--- src/rtl/deq_pkg.sv ---
// Shared package for the resizable deque engine.
// Holds the capacity constant, the command and result transaction types, the opcode and
// status codes, and the controller-to-datapath command and status structs. No dependencies.
package deq_pkg;

    localparam int CAPACITY = 32;
    localparam int PTR_W    = $clog2(CAPACITY);
    localparam int CNT_W    = $clog2(CAPACITY + 1);

    // Opcodes.
    localparam logic [2:0] OP_PUSH_BACK  = 3'd0;
    localparam logic [2:0] OP_PUSH_FRONT = 3'd1;
    localparam logic [2:0] OP_POP_FRONT  = 3'd2;
    localparam logic [2:0] OP_POP_BACK   = 3'd3;
    localparam logic [2:0] OP_RESIZE     = 3'd4;
    localparam logic [2:0] OP_READ       = 3'd5;
    localparam logic [2:0] OP_WRITE      = 3'd6;
    localparam logic [2:0] OP_DUMP       = 3'd7;

    // Result status codes.
    localparam logic [2:0] ST_OK      = 3'd0;
    localparam logic [2:0] ST_FULL    = 3'd1;
    localparam logic [2:0] ST_EMPTY   = 3'd2;
    localparam logic [2:0] ST_BAD_POS = 3'd3;
    localparam logic [2:0] ST_BAD_LEN = 3'd4;

    // Index sources for the ring address.
    localparam logic [1:0] IDX_COUNT = 2'd0;
    localparam logic [1:0] IDX_TOP   = 2'd1;
    localparam logic [1:0] IDX_POS   = 2'd2;
    localparam logic [1:0] IDX_CUR   = 2'd3;

    // Front pointer updates.
    localparam logic [1:0] FR_HOLD = 2'd0;
    localparam logic [1:0] FR_DEC  = 2'd1;
    localparam logic [1:0] FR_INC  = 2'd2;

    // Element count updates.
    localparam logic [1:0] CNT_HOLD = 2'd0;
    localparam logic [1:0] CNT_INC  = 2'd1;
    localparam logic [1:0] CNT_DEC  = 2'd2;
    localparam logic [1:0] CNT_LOAD = 2'd3;

    typedef struct packed {
        logic [2:0]         opcode;
        logic signed [31:0] item_value;
        logic [5:0]         position;
        logic [6:0]         new_length;
    } t_deq_in;

    typedef struct packed {
        logic signed [31:0] read_value;
        logic [2:0]         status;
        logic               last_of_run;
        logic               has_data;
    } t_deq_out;

    typedef struct packed {
        logic       load;
        logic [1:0] idx_sel;
        logic       mem_we;
        logic       wdata_zero;
        logic       mem_re;
        logic [1:0] front_op;
        logic [1:0] cnt_op;
        logic       cur_inc;
        logic       emit;
        logic [2:0] status;
        logic       use_data;
        logic       last;
    } t_dp_cmd;

    typedef struct packed {
        logic [2:0] op;
        logic       full;
        logic       empty;
        logic       pos_bad;
        logic       len_bad;
        logic       grow;
        logic       fill_last;
        logic       dump_last;
    } t_dp_stat;

endpackage

--- src/rtl/deq_dp.sv ---
// Datapath of the resizable deque engine: latched command, ring store, front pointer,
// element count, dump cursor and the result register. Depends on deq_pkg.
module deq_dp
    import deq_pkg::*;
(
    input  logic     i_clk,
    input  logic     i_rst_n,
    input  t_deq_in  i_cmd,
    input  t_dp_cmd  i_ctl,
    output t_dp_stat o_stat,
    output logic     o_result_valid,
    output t_deq_out o_result
);

    logic [2:0]         r_op;
    logic signed [31:0] r_val;
    logic [5:0]         r_pos;
    logic [6:0]         r_nlen;
    logic [CNT_W-1:0]   r_cur;
    logic [PTR_W-1:0]   r_front;
    logic [CNT_W-1:0]   r_cnt;
    logic [31:0]        r_mem [CAPACITY];
    logic [31:0]        r_rdata;
    logic               r_res_valid;
    t_deq_out           r_res;

    logic [CNT_W-1:0]   n_idx;
    logic [CNT_W:0]     n_sum;
    logic [CNT_W:0]     n_wrap;
    logic [PTR_W-1:0]   n_slot;
    logic [31:0]        n_wdata;

    // Ring address: front plus index, folded once since both are below the capacity.
    always_comb begin
        case (i_ctl.idx_sel)
            IDX_COUNT: n_idx = r_cnt;
            IDX_TOP:   n_idx = CNT_W'(CAPACITY - 1);
            IDX_POS:   n_idx = CNT_W'(r_pos);
            default:   n_idx = r_cur;
        endcase
        n_sum  = (CNT_W + 1)'(r_front) + (CNT_W + 1)'(n_idx);
        n_wrap = n_sum - (CNT_W + 1)'(CAPACITY);
        n_slot = (n_sum >= (CNT_W + 1)'(CAPACITY)) ? n_wrap[PTR_W-1:0] : n_sum[PTR_W-1:0];
        n_wdata = i_ctl.wdata_zero ? 32'd0 : r_val;
    end

    always_comb begin
        o_stat.op        = r_op;
        o_stat.full      = (r_cnt == CNT_W'(CAPACITY));
        o_stat.empty     = (r_cnt == '0);
        o_stat.pos_bad   = ({1'b0, r_pos} >= 7'(r_cnt));
        o_stat.len_bad   = (r_nlen > 7'(CAPACITY));
        o_stat.grow      = (r_nlen > 7'(r_cnt));
        o_stat.fill_last = ((7'(r_cnt) + 7'd1) == r_nlen);
        o_stat.dump_last = (r_cur == r_cnt);
    end

    always_ff @(posedge i_clk) begin
        if (i_ctl.load) begin
            r_op   <= i_cmd.opcode;
            r_val  <= i_cmd.item_value;
            r_pos  <= i_cmd.position;
            r_nlen <= i_cmd.new_length;
        end
    end

    always_ff @(posedge i_clk) begin
        if (i_ctl.mem_we) begin
            r_mem[n_slot] <= n_wdata;
        end
        if (i_ctl.mem_re) begin
            r_rdata <= r_mem[n_slot];
        end
    end

    always_ff @(posedge i_clk) begin
        if (!i_rst_n) begin
            r_front     <= '0;
            r_cnt       <= '0;
            r_cur       <= '0;
            r_res_valid <= 1'b0;
        end else begin
            if (i_ctl.load) begin
                r_cur <= '0;
            end else if (i_ctl.cur_inc) begin
                r_cur <= r_cur + CNT_W'(1);
            end
            case (i_ctl.front_op)
                FR_DEC:  r_front <= n_slot;
                FR_INC:  r_front <= (r_front == PTR_W'(CAPACITY - 1)) ? '0 : r_front + PTR_W'(1);
                default: r_front <= r_front;
            endcase
            case (i_ctl.cnt_op)
                CNT_INC:  r_cnt <= r_cnt + CNT_W'(1);
                CNT_DEC:  r_cnt <= r_cnt - CNT_W'(1);
                CNT_LOAD: r_cnt <= CNT_W'(r_nlen);
                default:  r_cnt <= r_cnt;
            endcase
            r_res_valid <= i_ctl.emit;
        end
    end

    always_ff @(posedge i_clk) begin
        if (i_ctl.emit) begin
            r_res.read_value  <= i_ctl.use_data ? r_rdata : 32'd0;
            r_res.status      <= i_ctl.status;
            r_res.last_of_run <= i_ctl.last;
            r_res.has_data    <= i_ctl.use_data;
        end
    end

    assign o_result_valid = r_res_valid;
    assign o_result       = r_res;

endmodule

--- src/rtl/deq_ctrl.sv ---
// Controller of the resizable deque engine: sequences each command into datapath steps.
// Depends on deq_pkg.
module deq_ctrl
    import deq_pkg::*;
(
    input  logic     i_clk,
    input  logic     i_rst_n,
    input  logic     i_start,
    input  t_dp_stat i_stat,
    output t_dp_cmd  o_ctl,
    output logic     o_busy
);

    localparam logic [2:0] S_IDLE   = 3'd0;
    localparam logic [2:0] S_EXEC   = 3'd1;
    localparam logic [2:0] S_FILL   = 3'd2;
    localparam logic [2:0] S_RDWAIT = 3'd3;
    localparam logic [2:0] S_DUMP   = 3'd4;

    logic [2:0] r_state;
    logic [2:0] n_state;

    always_comb begin
        o_ctl      = '0;
        o_ctl.last = 1'b1;
        n_state    = r_state;
        unique case (r_state)
            S_IDLE: begin
                if (i_start) begin
                    o_ctl.load = 1'b1;
                    n_state    = S_EXEC;
                end
            end
            S_EXEC: begin
                n_state = S_IDLE;
                unique case (i_stat.op)
                    OP_PUSH_BACK: begin
                        o_ctl.emit = 1'b1;
                        if (i_stat.full) begin
                            o_ctl.status = ST_FULL;
                        end else begin
                            o_ctl.idx_sel = IDX_COUNT;
                            o_ctl.mem_we  = 1'b1;
                            o_ctl.cnt_op  = CNT_INC;
                        end
                    end
                    OP_PUSH_FRONT: begin
                        o_ctl.emit = 1'b1;
                        if (i_stat.full) begin
                            o_ctl.status = ST_FULL;
                        end else begin
                            o_ctl.idx_sel  = IDX_TOP;
                            o_ctl.mem_we   = 1'b1;
                            o_ctl.front_op = FR_DEC;
                            o_ctl.cnt_op   = CNT_INC;
                        end
                    end
                    OP_POP_FRONT: begin
                        o_ctl.emit = 1'b1;
                        if (i_stat.empty) begin
                            o_ctl.status = ST_EMPTY;
                        end else begin
                            o_ctl.front_op = FR_INC;
                            o_ctl.cnt_op   = CNT_DEC;
                        end
                    end
                    OP_POP_BACK: begin
                        o_ctl.emit = 1'b1;
                        if (i_stat.empty) begin
                            o_ctl.status = ST_EMPTY;
                        end else begin
                            o_ctl.cnt_op = CNT_DEC;
                        end
                    end
                    OP_RESIZE: begin
                        if (i_stat.len_bad) begin
                            o_ctl.emit   = 1'b1;
                            o_ctl.status = ST_BAD_LEN;
                        end else if (i_stat.grow) begin
                            o_ctl.idx_sel    = IDX_COUNT;
                            o_ctl.mem_we     = 1'b1;
                            o_ctl.wdata_zero = 1'b1;
                            o_ctl.cnt_op     = CNT_INC;
                            o_ctl.emit       = i_stat.fill_last;
                            n_state          = i_stat.fill_last ? S_IDLE : S_FILL;
                        end else begin
                            o_ctl.cnt_op = CNT_LOAD;
                            o_ctl.emit   = 1'b1;
                        end
                    end
                    OP_READ: begin
                        if (i_stat.pos_bad) begin
                            o_ctl.emit   = 1'b1;
                            o_ctl.status = ST_BAD_POS;
                        end else begin
                            o_ctl.idx_sel = IDX_POS;
                            o_ctl.mem_re  = 1'b1;
                            n_state       = S_RDWAIT;
                        end
                    end
                    OP_WRITE: begin
                        o_ctl.emit = 1'b1;
                        if (i_stat.pos_bad) begin
                            o_ctl.status = ST_BAD_POS;
                        end else begin
                            o_ctl.idx_sel = IDX_POS;
                            o_ctl.mem_we  = 1'b1;
                        end
                    end
                    OP_DUMP: begin
                        if (i_stat.empty) begin
                            o_ctl.emit = 1'b1;
                        end else begin
                            o_ctl.idx_sel = IDX_CUR;
                            o_ctl.mem_re  = 1'b1;
                            o_ctl.cur_inc = 1'b1;
                            n_state       = S_DUMP;
                        end
                    end
                endcase
            end
            S_FILL: begin
                o_ctl.idx_sel    = IDX_COUNT;
                o_ctl.mem_we     = 1'b1;
                o_ctl.wdata_zero = 1'b1;
                o_ctl.cnt_op     = CNT_INC;
                if (i_stat.fill_last) begin
                    o_ctl.emit = 1'b1;
                    n_state    = S_IDLE;
                end
            end
            S_RDWAIT: begin
                o_ctl.emit     = 1'b1;
                o_ctl.use_data = 1'b1;
                n_state        = S_IDLE;
            end
            S_DUMP: begin
                // The cursor already points past the element whose data is now ready.
                o_ctl.emit     = 1'b1;
                o_ctl.use_data = 1'b1;
                o_ctl.last     = i_stat.dump_last;
                if (i_stat.dump_last) begin
                    n_state = S_IDLE;
                end else begin
                    o_ctl.idx_sel = IDX_CUR;
                    o_ctl.mem_re  = 1'b1;
                    o_ctl.cur_inc = 1'b1;
                end
            end
            default: begin
                n_state = S_IDLE;
            end
        endcase
    end

    always_ff @(posedge i_clk) begin
        if (!i_rst_n) begin
            r_state <= S_IDLE;
        end else begin
            r_state <= n_state;
        end
    end

    assign o_busy = (r_state != S_IDLE);

endmodule

--- src/rtl/resizable_deque_engine.sv ---
// Top level of the resizable deque engine: a deque of signed 32-bit words in a ring store.
// Instantiates deq_ctrl and deq_dp; depends on deq_pkg.
//
// Usage: a command transaction (opcode, item_value, position, new_length on i_cmd) is taken
// at a rising clock edge where start is high and busy is low. Results come back on o_result,
// each valid for exactly one cycle while o_result_valid is high. The receiver cannot stall
// the block, so every result must be captured in the cycle it is shown.
//
// Timing: after the accepting edge the controller passes through its execute state, and the result
// appears in the following cycle, in which busy is already low again. Push, pop, write,
// shrinking resize and every flagged command therefore finish in the execute state. A read
// adds a wait state for the registered read port of the ring store. A growing resize
// writes one zero per cycle through the single store write port, from the current length
// up to new_length. A dump streams one element per cycle after a read lead-in, with
// last_of_run on the final one.
//
// Reset (i_rst_n low at a clock edge) empties the deque: the front pointer and length go
// to zero and any command in flight is dropped. Store contents are not cleared; every slot
// inside the length is written before it can be read.
module resizable_deque_engine
    import deq_pkg::*;
(
    input  logic     i_clk,
    input  logic     i_rst_n,
    input  logic     start,
    output logic     busy,
    input  t_deq_in  i_cmd,
    output logic     o_result_valid,
    output t_deq_out o_result
);

    t_dp_cmd  w_ctl;
    t_dp_stat w_stat;

    // The controller reads only the summary flags of the datapath and drives its steps.
    deq_ctrl u_ctrl (
        .i_clk   (i_clk),
        .i_rst_n (i_rst_n),
        .i_start (start),
        .i_stat  (w_stat),
        .o_ctl   (w_ctl),
        .o_busy  (busy)
    );

    // The datapath holds all storage and the result register.
    deq_dp u_dp (
        .i_clk          (i_clk),
        .i_rst_n        (i_rst_n),
        .i_cmd          (i_cmd),
        .i_ctl          (w_ctl),
        .o_stat         (w_stat),
        .o_result_valid (o_result_valid),
        .o_result       (o_result)
    );

endmodule

--- config.mk ---
export PLATFORM = sky130hd
export DESIGN_NAME = resizable_deque_engine
export DESIGN_NICKNAME = d
export VERILOG_FILES = /design/src/rtl/deq_pkg.sv /design/src/rtl/deq_dp.sv /design/src/rtl/deq_ctrl.sv /design/src/rtl/resizable_deque_engine.sv
export SDC_FILE = /design/constraint.sdc
export NUM_CORES = 1
export LEC_CHECK = 0
export BUFFER_PORTS_ARGS = -buffer_cell sky130_fd_sc_hd__buf_2
export CORE_MARGIN = 4
export CORE_UTILIZATION = 60
export CTS_CLUSTER_DIAMETER = 60
export DETAILED_ROUTE_END_ITERATION = 10
export PLACE_DENSITY = 0.77
export SLEW_MARGIN = 20
export SYNTH_ARGS = -nofsm -noshare
export SYNTH_HDL_FRONTEND = slang
export SYNTH_HIERARCHICAL = 1
export SYNTH_SLANG_ARGS = --single-unit
export TNS_END_PERCENT = 1
--- constraint.sdc ---
create_clock -name i_clk -period 7.2 [get_ports i_clk]
set_clock_uncertainty 0.2 [all_clocks]
set_input_delay 1.44 -clock i_clk [delete_from_list [all_inputs] [get_ports i_clk]]
set_output_delay 1.44 -clock i_clk [all_outputs]
set_load 0.03 [all_outputs]
==> flow_summary.rst, run 1 <==
.. list-table::
   :header-rows: 1

   * - Metric
     - Value
   * - Status
     - completed
   * - Share of the yosys chip area belonging to registers
     - roughly 76%
   * - GR Overflow Total
     - 0
   * - Filler cell count in the final layout
     - 4269
   * - Peak per-stage delay on the critical path
     - between 1 and 1.5 ns
   * - Number of sinks on the clock net
     - 1162
   * - Final Util
     - 69.5%
   * - Crit path buffers/inverters
     - 1
   * - Clock buffers created by TritonCTS
     - between 100 and 150
   * - Reg-to-reg setup timing slack
     - just under 0.6 ns
   * - First-pass GRT wire length
     - 166 mm
   * - Clock tree from TritonCTS
     - yes
   * - Routability-driven placement congestion ratio
     - around 0.85
   * - Largest driver fanout on the critical path
     - 45
   * - FF+latch count, synth
     - 1162
   * - Gr usage total
     - 28.5%
   * - Synth top area share
     - roughly three quarters
   * - Post-Synthesis Mean Instance Area
     - 21.7 sq um
   * - Number of antenna violations at the first check in global routing
     - 2
   * - # IOs
     - 90
   * - DRT iter0 DRCs
     - 3332
   * - Final worst path period need
     - 6.61 ns
   * - Crit Reg-Reg Startpoint
     - u_dp/r_cnt[0]
   * - Final Max Tran Viols
     - 0
   * - Final Hold Vio Count
     - 0
   * - Number of hold-repair buffers added at the cts stage
     - 0
   * - Clock root buffer
     - sky130_fd_sc_hd__clkbuf_16
   * - Fraction of layout cells with a size suffix above 1
     - 31.5%
   * - Final Setup Violations
     - 0
   * - Total power divided by cell area
     - 291 nW/um^2
   * - Max Cap Viol
     - 0
   * - Starting utilization of the core area
     - 60.8%
   * - IO buf count
     - slightly below 90
   * - Top area cells in the synthesized netlist
     - sky130_fd_sc_hd__edfxtp_1 (75%), sky130_fd_sc_hd__mux4_2 (15%), sky130_fd_sc_hd__dfxtp_1 (0.93%)
   * - Syn-to-layout area delta
     - 14.3%
   * - Critical path startpoint category
     - flop
   * - Number of library cell types mapped by synthesis
     - 60
   * - Count of mapped cells out of synthesis
     - around 2.1k
   * - Number of enable-type register cells in the synthesized netlist
     - ~1.1k
   * - CP Data Arrival Time
     - 6.74 ns
   * - Via Count
     - 22.8k
   * - Number of iterations in the first detailed-routing pass
     - 5
   * - Per-cell routed wire length
     - 33.3 um
   * - Setup TNS
     - 0 ns
   * - Launch point of the critical path
     - u_dp/r_cnt[0]
   * - Final antenna-violating net count
     - 0
   * - Unrepaired setup endpoints after global routing
     - no
   * - Post-synthesis cell area
     - 45400 sq um
   * - Fraction of the cycle the final worst path needs
     - between 90% and 100%
   * - Floorplan die area
     - 80200 sq um
   * - Series of cell instances along the critical path
     - ha_1 > nand2b_1 > a21o_1 > a21oi_1 > nor2b_1 > o21ai_0 > a21oi_1 > nor2_1 > a21oi_1 > o21ai_1 > nand2_1 > nor2_1 > a21oi_1 > ha_4 > fa_4 > buf_12 > mux4_2 > and2_1 > a211oi_1 > a311o_1 > o21ai_0
   * - Critical path capture point type
     - flop
   * - Row cnt
     - 100
   * - Width of the die
     - 283 um
   * - Vertical die dimension
     - 283 um
   * - Clock transition at the register clock pins on the worst setup and hold paths after CTS
     - about 0.06 ns
   * - Total wire length after detailed routing
     - 113 mm
   * - Number of setup buffers added after CTS
     - 0
   * - Post-layout nets
     - 2405
   * - Post-detail-place hpwl
     - 60.3 mm
   * - Clock latency of the later-clocked register in the worst-skew pair
     - 0.69 ns
   * - Net count after synthesis
     - ~2.2k
   * - Most used standard cell by instance count after synthesis
     - sky130_fd_sc_hd__edfxtp_1
   * - Tightest Pin Transition
     - 1.03 ns
   * - Worst-case clock buffer depth
     - 3
   * - Maximum operating frequency
     - 151 MHz
   * - Total core area
     - 74700 sq um
   * - Most used cell along the critical path
     - sky130_fd_sc_hd__a21oi_1
   * - Post-synth top flop
     - sky130_fd_sc_hd__edfxtp_1
   * - Worst setup path category
     - reg2reg
   * - Count of H-tree levels built during CTS
     - 3
   * - Yosys warns
     - 6
   * - Synth top cells by count
     - sky130_fd_sc_hd__edfxtp_1 (1141), sky130_fd_sc_hd__mux4_2 (299), sky130_fd_sc_hd__nor2_1 (83), sky130_fd_sc_hd__nand2_1 (60)
   * - Number of global-route vias before repair
     - ~24k
   * - VDD IR max
     - 0.202 mV
   * - Standard cell with the maximum stage delay on the critical path
     - sky130_fd_sc_hd__fa_4
   * - Cell taking the most area after synthesis
     - sky130_fd_sc_hd__edfxtp_1
   * - Average vias per placed instance
     - 6.73
   * - Pin count of the biggest net entering global routing
     - 59
   * - CP delay by family, top
     - compound AO/OA/AOI/OAI gates
   * - Launch instance of the worst min-delay path
     - u_dp/r_front[4]
   * - Headroom to the max-slew limit
     - 31.1%
   * - Resize count post-CTS
     - 0
   * - Pleak
     - roughly 17 nW
   * - Critical path data required time
     - 7.33 ns
   * - Worst min-delay path category
     - reg2reg
   * - Async set-reset flop share out of synthesis
     - 0%
   * - DRC errors left
     - 0
==> cell usage in the layout (no fill, tap or decap), drive strengths merged, types with 5 or more instances in the layout <==
master / netlist / routed
mux4: 303 / 303
nand3: 15 / 15
clkinv: 1 / 48
nand2b: 10 / 10
nor3: 5 / 5
bufinv: 0 / 17
edfxtp: 1141 / 1141
nor4: 5 / 5
xor2: 12 / 12
a21o: 7 / 7
and2: 42 / 42
a21oi: 33 / 33
mux2i: 26 / 26
o21ai: 37 / 37
a211oi: 10 / 10
xnor2: 13 / 13
buf: 60 / 224
inv: 25 / 29
a311o: 7 / 7
dfxtp: 21 / 21
ha: 26 / 26
nand2: 61 / 61
clkbuf: 42 / 137
nor2b: 39 / 39
or3: 6 / 6
mux2: 22 / 22
nor2: 83 / 83
==> cell families (layout without fill, tap and decap cells) <==
family | count (synthesis) | count (layout) | share of synthesized area [%]
AO/OA/AOI/OAI | 114 | 114 | 1.61
multiplexers | 351 | 351 | 16.2
other | 0 | 1 | 0
flip-flops | 1162 | 1162 | 76.4
adder cells (fa/ha/maj) | 28 | 28 | 0.804
XOR/XNOR | 26 | 26 | 0.534
buffers and inverters | 128 | 457 | 1.36
AND/OR/NAND/NOR | 282 | 282 | 3.16
==> worst reg2reg max path: cells and delay by family (launching register included) <==
| kind | cells | cell delay, ns |
|---|---|---|
| multiplexers | 1 | 0.42 |
| adder cells (fa/ha/maj) | 3 | 1.68 |
| buffers and inverters | 1 | 0.38 |
| flip-flops | 1 | 0.57 |
| AO/OA/AOI/OAI | 10 | 2.00 |
| AND/OR/NAND/NOR | 6 | 1.02 |
==> routing by layer <==
layer | track usage, % | up-vias | part of all wire (%) | wire length (um)
met4 | 11.5 | 0 | 4.5 | 5070
met3 | 5.53 | 275 | 10 | 11700
met1 | 38.0 | 11900 | 35 | 39100
met2 | 47.3 | 1515 | 51 | 57000
li1 | - | 9121 | - | -
met5 | 0 | - | 0 | 0
==> power breakdown <==
part	leakage, nW	internal (W)	total, W	switching, W
clock network	1.83	0.00349	0.00597	0.00248
logic	4.25	0.000670	0.00152	0.000853
registers	10.5	0.00757	0.00760	0.0000314
==> area by class of cell <==
cell class                      instances  area, sq um  share of cell area [%]
Clock inverter                         70          812                    1.56
Sequential cell                      1162        34700                    66.8
Timing Repair Buffer                  224         1720                    3.32
Clock buffer                          137         2920                    5.62
Tap cell                              969         1210                    2.33
Antenna cell                            1         2.50                 0.00482
Inverter                               26         97.6                   0.188
Multi-Input combinational cell        801        10500                    20.2
==> sequential cells by signal, summed over array words and instances (netlist names) <==
signal               count
u_ctrl/r_state           3
u_dp/o_result           37
u_dp/o_result_valid      1
u_dp/r_cnt               6
u_dp/r_cur               6
u_dp/r_front             5
u_dp/r_mem            1024
u_dp/r_nlen              7
u_dp/r_op                3
u_dp/r_pos               6
u_dp/r_rdata            32
u_dp/r_val              32
==> stage by stage <==
step                      std cells  hold WS, ns  setup WS, ns  total power (W)  area (sq um)
after global placement         3182        0.285         0.682          0.00919         48200
after floorplan                2091        0.261         0.997          0.00880         45400
final                          3390        0.314         0.591           0.0151         51900
after detailed placement       3182        0.307         0.745          0.00923         48200
after global routing           3389        0.338         0.201           0.0156         51900
after CTS                      3389        0.315         0.626           0.0152         51900
==> path summary, 6_finish.rpt <==
check                                        end  cells after the start
worst min register to register   u_dp/r_front[4]                      2
worst max-delay path            u_dp/r_rdata[17]                     21
worst max register to register  u_dp/r_rdata[17]                     21
worst min-delay path             u_dp/r_front[4]                      2
Note: power is estimated with default switching activity, not from simulation.
==> inputs of run 2 (changes only) <==
--- a/config.mk
+++ b/config.mk
@@ -7,10 +7,10 @@
 export LEC_CHECK = 0
 export BUFFER_PORTS_ARGS = -buffer_cell sky130_fd_sc_hd__buf_2
 export CORE_MARGIN = 4
-export CORE_UTILIZATION = 60
+export CORE_UTILIZATION = 55
 export CTS_CLUSTER_DIAMETER = 60
 export DETAILED_ROUTE_END_ITERATION = 10
-export PLACE_DENSITY = 0.77
+export PLACE_DENSITY = 0.71
 export SLEW_MARGIN = 20
 export SYNTH_ARGS = -nofsm -noshare
 export SYNTH_HDL_FRONTEND = slang
==> run 2 against run 1 <==
- first-iteration DRC count decreased by 17%
- worst hold slack improved by 0.012 ns
- global-route usage decreased by 3.7 points
- wire length decreased by 5.8%
- setup slack improved by 0.40 ns
- combinational power decreased by 3%
- sequential power about the same
- cell area decreased by 0.19%
- core utilization decreased by 6.3 points
- sequential cell count unchanged
- critical path depth unchanged
- final cell count increased by 2.6%
==> flow_summary.rst, run 2 (synthesis results as in run 1) <==
.. list-table::
   :header-rows: 1

   * - Metric
     - Value
   * - Placement-stage cell area
     - 48200 sq um
   * - Syn-to-layout area delta
     - 14.1%
   * - Headroom to the max-slew limit
     - 30.3%
   * - Status
     - completed
   * - Fraction of the cycle the final worst path needs
     - 86.2%
   * - Number of antenna violations at the first check in global routing
     - 1
   * - End of the worst register-to-register path
     - u_dp/r_rdata[30]
   * - Number of sinks on the clock net
     - 1162
   * - Filler cell count in the final layout
     - 5426
   * - Total core area
     - 82000 sq um
   * - Critical path capture point type
     - flop
   * - Count of H-tree levels built during CTS
     - 3
   * - Clock latency of the later-clocked register in the worst-skew pair
     - 0.69 ns
   * - Setup TNS
     - 0 ns
   * - Final Max Tran Viols
     - 0
   * - CP Data Arrival Time
     - around 6.5 ns
   * - Timing endpoint of the critical path
     - u_dp/r_rdata[30]
   * - Average vias per placed instance
     - ~6.4
   * - IO buf count
     - 89
   * - Critical path startpoint category
     - flop
   * - Via Count
     - 22.3k
   * - DRT iter0 DRCs
     - 2751
   * - Unrepaired setup endpoints after global routing
     - no
   * - Reg-to-reg setup timing slack
     - 0.99 ns
   * - Worst-case clock buffer depth
     - 3
   * - Final antenna-violating net count
     - 0
   * - Launch instance of the worst min-delay path
     - u_dp/r_rdata[22]
   * - Post-detail-place hpwl
     - between 50 and 60 mm
   * - Clock transition at the register clock pins on the worst setup and hold paths after CTS
     - about 0.060 ns
   * - Width of the die
     - 295 um
   * - Largest driver fanout on the critical path
     - 60
   * - Max reg flops
     - 1024
   * - Routability-driven placement congestion ratio
     - 0.821
   * - Worst setup path category
     - reg2reg
   * - # IOs
     - 90
   * - Critical path data required time
     - around 7.4 ns
   * - Crit Reg-Reg Startpoint
     - u_dp/r_cnt[0]
   * - VDD IR max
     - 0.207 mV
   * - Clock buffers created by TritonCTS
     - 115
   * - Total wire length after detailed routing
     - 106 mm
   * - Launch point of the critical path
     - u_dp/r_cnt[0]
   * - Pin count of the biggest net entering global routing
     - 61
   * - Final cell area excluding filler cells
     - 51800 sq um
   * - Clock root buffer
     - sky130_fd_sc_hd__clkbuf_16
   * - Crit. path cell count
     - 21
   * - Cell depth of the worst flop-to-flop path
     - 21
   * - Resize count post-CTS
     - 0
   * - Number of setup buffers added after CTS
     - 0
   * - Register ranked first by flip-flop count
     - u_dp/r_mem
   * - Starting utilization of the core area
     - 55.4%
   * - Crit path buffers/inverters
     - 3
   * - Vertical die dimension
     - 295 um
   * - Number of iterations in the first detailed-routing pass
     - 6
   * - Most frequent standard cell in the layout excluding fill and tap cells
     - sky130_fd_sc_hd__edfxtp_1
   * - Standard cell with the maximum stage delay on the critical path
     - sky130_fd_sc_hd__fa_4
   * - CP delay by family, top
     - adder cells
   * - Fraction of layout cells with a size suffix above 1
     - 31.4%
   * - Number of hold-repair buffers added at the cts stage
     - 0
   * - Highest-count cells in the layout ignoring fill and taps
     - sky130_fd_sc_hd__edfxtp_1 (1141), sky130_fd_sc_hd__mux4_2 (299), sky130_fd_sc_hd__clkbuf_16 (116)
   * - Max Cap Viol
     - 0
   * - Clock tree from TritonCTS
     - yes
   * - Total power divided by cell area
     - 286 nW/um^2
   * - DRC errors left
     - 0
   * - GR Overflow Total
     - 0
   * - Per-cell routed wire length
     - just over 30 um
   * - Tightest Pin Transition
     - roughly 1.0 ns
   * - Series of cell instances along the critical path
     - ha_1 > nand2b_1 > a21o_1 > a21oi_1 > nor2b_1 > o21ai_0 > a21oi_1 > mux2i_1 > a21oi_1 > o21ai_1 > buf_4 > nand2_1 > nor2_1 > a21oi_1 > ha_4 > fa_4 > buf_12 > buf_4 > mux4_2 > mux4_2 > mux2_2
   * - Gr usage total
     - 24.8%
   * - Number of global-route vias before repair
     - 22.6k
   * - Floorplan die area
     - 87200 sq um
   * - Post-layout nets
     - roughly 2.4k
   * - Area of combinational cells with multiple inputs
     - 10500 sq um
   * - Most used cell along the critical path
     - sky130_fd_sc_hd__a21oi_1
   * - Row cnt
     - 105
   * - Pleak
     - 16.5 nW
   * - Worst min-delay path category
     - reg2reg
   * - First-pass GRT wire length
     - about 160 mm
   * - Final worst path period need
     - 6.21 ns
   * - Maximum operating frequency
     - 161 MHz
   * - FF/Latch Area
     - 34700 sq um
   * - Final Hold Vio Count
     - 0
   * - Peak per-stage delay on the critical path
     - 0.83 ns
   * - Final Setup Violations
     - 0
==> run 2: changes by cell type in the layout (fill, tap and decap cells not counted), moves of 2 or more <==
cell	previous run	this run
sky130_fd_sc_hd__clkinv_2	24	30
sky130_fd_sc_hd__nor2b_4	1	3
sky130_fd_sc_hd__clkinv_1	20	16
sky130_fd_sc_hd__clkbuf_16	113	116
sky130_fd_sc_hd__inv_16	0	2
sky130_fd_sc_hd__buf_12	21	18
sky130_fd_sc_hd__clkinv_4	1	3
sky130_fd_sc_hd__clkbuf_1	24	21
sky130_fd_sc_hd__buf_4	114	106
sky130_fd_sc_hd__bufinv_16	17	8
==> run 2: power by group <==
group          internal [W]  switching, W  total [W]
registers           0.00757     0.0000350    0.00760
logic              0.000671      0.000798    0.00147
clock network       0.00325       0.00250    0.00574
==> run 2: area by class of cell <==
cell class,count,share of cell area (%)
repair buffers,213,3.09
well taps,1070,2.58
diodes,1,0.00483
clock buffers,137,5.75
inverters,26,0.188
flip-flops and latches,1162,66.9
clock inverters,68,1.23
multi-input cells,801,20.2
==> run 2: how the worst min path moves through the flow <==
stage,endpoint,slack [ns],cells past startpoint
global route,u_dp/o_result[27],0.35,1
detailed placement,u_dp/o_result[27],0.32,1
CTS,u_dp/o_result[8],0.33,1
floorplan,u_dp/r_front[4],0.26,2
global placement,u_dp/r_front[4],0.29,2
finish,u_dp/o_result[27],0.33,1
==> run 2: per-layer routing <==
metal  global-route usage (%)  vias up  wire (um)
li1                         -     9114          -
met1                     35.6    11800      41400
met2                     40.9     1204      52900
met3                     4.01      174       9380
met4                     6.04        0       2500
met5                        0        -          0
==> run 2: stage by stage <==
| step | power [W] | util [%] | instances | hold WS (ns) | worst slack, ns |
|---|---|---|---|---|---|
| after floorplan | 0.00880 | - | 2091 | 0.261 | 0.997 |
| after global placement | 0.00919 | 58.8 | 3272 | 0.291 | 0.973 |
| after detailed placement | 0.00922 | 58.8 | 3272 | 0.316 | 0.986 |
| after CTS | 0.0149 | 63.2 | 3477 | 0.329 | 0.986 |
| after global routing | 0.0153 | 63.2 | 3477 | 0.347 | 0.669 |
| final | 0.0148 | 63.2 | 3478 | 0.326 | 0.994 |
==> inputs of run 3 (changes only) <==
--- a/config.mk
+++ b/config.mk
@@ -6,10 +6,11 @@
 export NUM_CORES = 1
 export LEC_CHECK = 0
 export BUFFER_PORTS_ARGS = -buffer_cell sky130_fd_sc_hd__buf_2
-export CORE_MARGIN = 4
+export CORE_MARGIN = 1
 export CORE_UTILIZATION = 55
 export CTS_CLUSTER_DIAMETER = 60
 export DETAILED_ROUTE_END_ITERATION = 10
+export GPL_ROUTABILITY_DRIVEN = 0
 export PLACE_DENSITY = 0.71
 export SLEW_MARGIN = 20
 export SYNTH_ARGS = -nofsm -noshare
==> constraint.sdc (replaced) <==
create_clock -name i_clk -period 6.3 [get_ports i_clk]
set_clock_uncertainty 0.2 [all_clocks]
set_input_delay 1.26 -clock i_clk [delete_from_list [all_inputs] [get_ports i_clk]]
set_output_delay 1.26 -clock i_clk [all_outputs]
set_load 0.03 [all_outputs]
==> run 3 against run 2 <==
- cell area increased by 0.77%
- die area decreased by 4.0%
- register-to-register slack got worse by 0.51 ns
- sequential share of layout area decreased by 0.51 points
- core utilization increased by 0.59 points
- largest cell class unchanged
- largest power group unchanged
==> flow_summary.rst, run 3 (synthesis results as in run 1) <==
.. list-table::
   :header-rows: 1

   * - Metric
     - Value
   * - Status
     - completed
   * - Clock share of power
     - between 30% and 40%
   * - Post-detail-place hpwl
     - 60.3 mm
   * - GR Overflow Total
     - 0
   * - IO buf count
     - 89
   * - Row cnt
     - 105
   * - Clock latency of the later-clocked register in the worst-skew pair
     - 0.68 ns
   * - Starting utilization of the core area
     - 55.5%
   * - First-pass GRT wire length
     - 154 mm
   * - Width of the die
     - 289 um
   * - Maximum operating frequency
     - 172 MHz
   * - Worst-case clock buffer depth
     - 3
   * - Per-cell routed wire length
     - 30.8 um
   * - Floorplan die area
     - 83700 sq um
   * - Number of setup buffers added after CTS
     - 0
   * - Total power divided by cell area
     - 323 nW/um^2
   * - Part of the total power dissipated in sequential elements
     - approximately half
   * - Largest driver fanout on the critical path
     - 39
   * - Fraction of the cycle the final worst path needs
     - 92.3%
   * - CP Data Arrival Time
     - 6.02 ns
   * - Critical path capture point type
     - flop
   * - Switch Pwr
     - 0.00380 W
   * - Fraction of layout cells with a size suffix above 1
     - 31.5%
   * - Tightest Pin Transition
     - 1.10 ns
   * - Worst setup path category
     - reg2reg
   * - Headroom to the max-slew limit
     - 26.2%
   * - Clock root buffer
     - sky130_fd_sc_hd__clkbuf_16
   * - Peak per-stage delay on the critical path
     - 0.93 ns
   * - Number of antenna violations at the first check in global routing
     - 0
   * - Switching part of the total power
     - between 20 and 25%
   * - Worst min-delay path category
     - reg2reg
   * - Register ranked first by flip-flop count
     - u_dp/r_mem
   * - Most used cell along the critical path
     - sky130_fd_sc_hd__a21oi_1
   * - Vertical die dimension
     - slightly below 300 um
   * - Highest-count cells in the layout ignoring fill and taps
     - sky130_fd_sc_hd__edfxtp_1 (1141), sky130_fd_sc_hd__mux4_2 (299), sky130_fd_sc_hd__clkbuf_16 (112), sky130_fd_sc_hd__buf_4 (112), sky130_fd_sc_hd__buf_2 (89)
   * - Syn-to-layout area delta
     - 15.0%
   * - Pin count of the biggest net entering global routing
     - slightly below 60
   * - Series of cell instances along the critical path
     - inv_1 > ha_1 > nand2b_1 > a21o_1 > a21oi_1 > nor2b_1 > o21ai_0 > a21oi_1 > nor2_1 > a21oi_1 > o21ai_1 > nand2_1 > nor2_1 > a21oi_1 > ha_4 > fa_4 > buf_12 > buf_12 > mux4_2 > mux4_2 > mux2_2
   * - Most frequent standard cell in the layout excluding fill and tap cells
     - sky130_fd_sc_hd__edfxtp_1
   * - Clock transition at the register clock pins on the worst setup and hold paths after CTS
     - 0.06 ns
   * - Number of global-route vias before repair
     - 22.1k
   * - Count of H-tree levels built during CTS
     - 3
   * - Setup TNS
     - 0 ns
   * - Diode count
     - 0
   * - DRC errors left
     - 0
   * - Number of iterations in the first detailed-routing pass
     - 5
   * - Final Hold Vio Count
     - 0
   * - Power share of the combinational group
     - 10.3%
   * - Placement-stage cell area
     - 48700 sq um
   * - Cell internal power dissipation
     - around 0.013 W
   * - Via Count
     - approximately 22k
   * - Average vias per placed instance
     - 6.37
   * - Post-layout nets
     - approximately 2.4k
   * - Resize count post-CTS
     - 0
   * - Pleak
     - 16.6 nW
   * - DRT iter0 DRCs
     - ~2.6k
   * - Max reg flops
     - 1024
   * - Final Setup Violations
     - 0
   * - Number of hold-repair buffers added at the cts stage
     - 0
   * - Clock tree from TritonCTS
     - yes
   * - Max Cap Viol
     - 0
   * - Standard cell with the maximum stage delay on the critical path
     - sky130_fd_sc_hd__fa_4
   * - Number of sinks on the clock net
     - approximately 1.2k
   * - Total core area
     - 81800 sq um
   * - Final antenna-violating net count
     - 0
   * - Final cell area excluding filler cells
     - 52200 sq um
   * - Total wire length after detailed routing
     - 108 mm
   * - Final worst path period need
     - 5.82 ns
   * - Unrepaired setup endpoints after global routing
     - no
   * - # IOs
     - 90
   * - Critical path data required time
     - 6.50 ns
   * - VDD IR max
     - 0.245 mV
   * - Clock buffers created by TritonCTS
     - approximately 110
   * - Gr usage total
     - roughly a quarter
   * - Critical path startpoint category
     - flop
   * - Final Max Tran Viols
     - 0
run 3: cell count changes in the layout (fill, tap and decap cells not counted), moves of 4 or more:
cell                        before  now
sky130_fd_sc_hd__clkbuf_16     116  112
sky130_fd_sc_hd__clkinv_1       16   26
sky130_fd_sc_hd__buf_12         18   39
sky130_fd_sc_hd__nor2b_1        36   32
sky130_fd_sc_hd__clkinv_2       30   14
sky130_fd_sc_hd__clkbuf_1       21   32
sky130_fd_sc_hd__buf_4         106  112
run 3: per-stage QoR:
step | hold slack [ns] | worst slack [ns] | util (%) | std cells | power [W]
floorplan | 0.261 | 0.0966 | - | 2091 | 0.0101
global placement | 0.287 | 0.591 | 59.5 | 3299 | 0.0106
detailed placement | 0.299 | 0.499 | 59.5 | 3299 | 0.0106
CTS | 0.314 | 0.489 | 63.8 | 3505 | 0.0170
global route | 0.335 | 0.191 | 63.8 | 3505 | 0.0174
finish | 0.314 | 0.484 | 63.8 | 3505 | 0.0169
run 3: metal layers:
metal  global-route usage, %  wire length [um]  vias to the layer above
li1                        -                 -                     9164
met1                    36.2             41400                    11800
met2                    43.3             54500                     1175
met3                    4.97              9130                      175
met4                    7.78              2870                        0
met5                       0                 0                        -
run 3: path summary, 6_finish.rpt:
check                                       from           endpoint  slack (ns)  cells after the start
worst max-delay path               u_dp/r_pos[0]   u_dp/r_rdata[18]        0.48                     21
worst min-delay path            u_dp/r_rdata[30]  u_dp/o_result[35]        0.31                      1
worst max register to register     u_dp/r_pos[0]   u_dp/r_rdata[18]        0.48                     21
worst min register to register  u_dp/r_rdata[30]  u_dp/o_result[35]        0.31                      1
run 3: final cells by class:
type	instances	area, sq um
clock inverter	59	564
multi-input combinational	801	10500
tap	1070	1340
sequential	1162	34700
fill	5310	29600
timing repair buffer	240	2070
clock buffer	147	2960
inverter	26	97.6
run 3: power by group through the flow:
stage	registers (W)	clock network, W	logic [W]
5_1_grt	0.00869	0.00681	0.00186
6_report	0.00869	0.00643	0.00174
2_1_floorplan	0.00888	0	0.00117
3_3_place_gp	0.00885	0	0.00171
3_5_place_dp	0.00885	0	0.00175
4_1_cts	0.00869	0.00652	0.00176
run 3: critical path: cells and delay by family (launching register included):
family	cells	cell delay, ns
adder cells (fa/ha/maj)	3	1.33
buffers and inverters	3	0.52
AO/OA/AOI/OAI	7	1.15
flip-flops	1	0.42
AND/OR/NAND/NOR	5	0.73
multiplexers	3	1.16
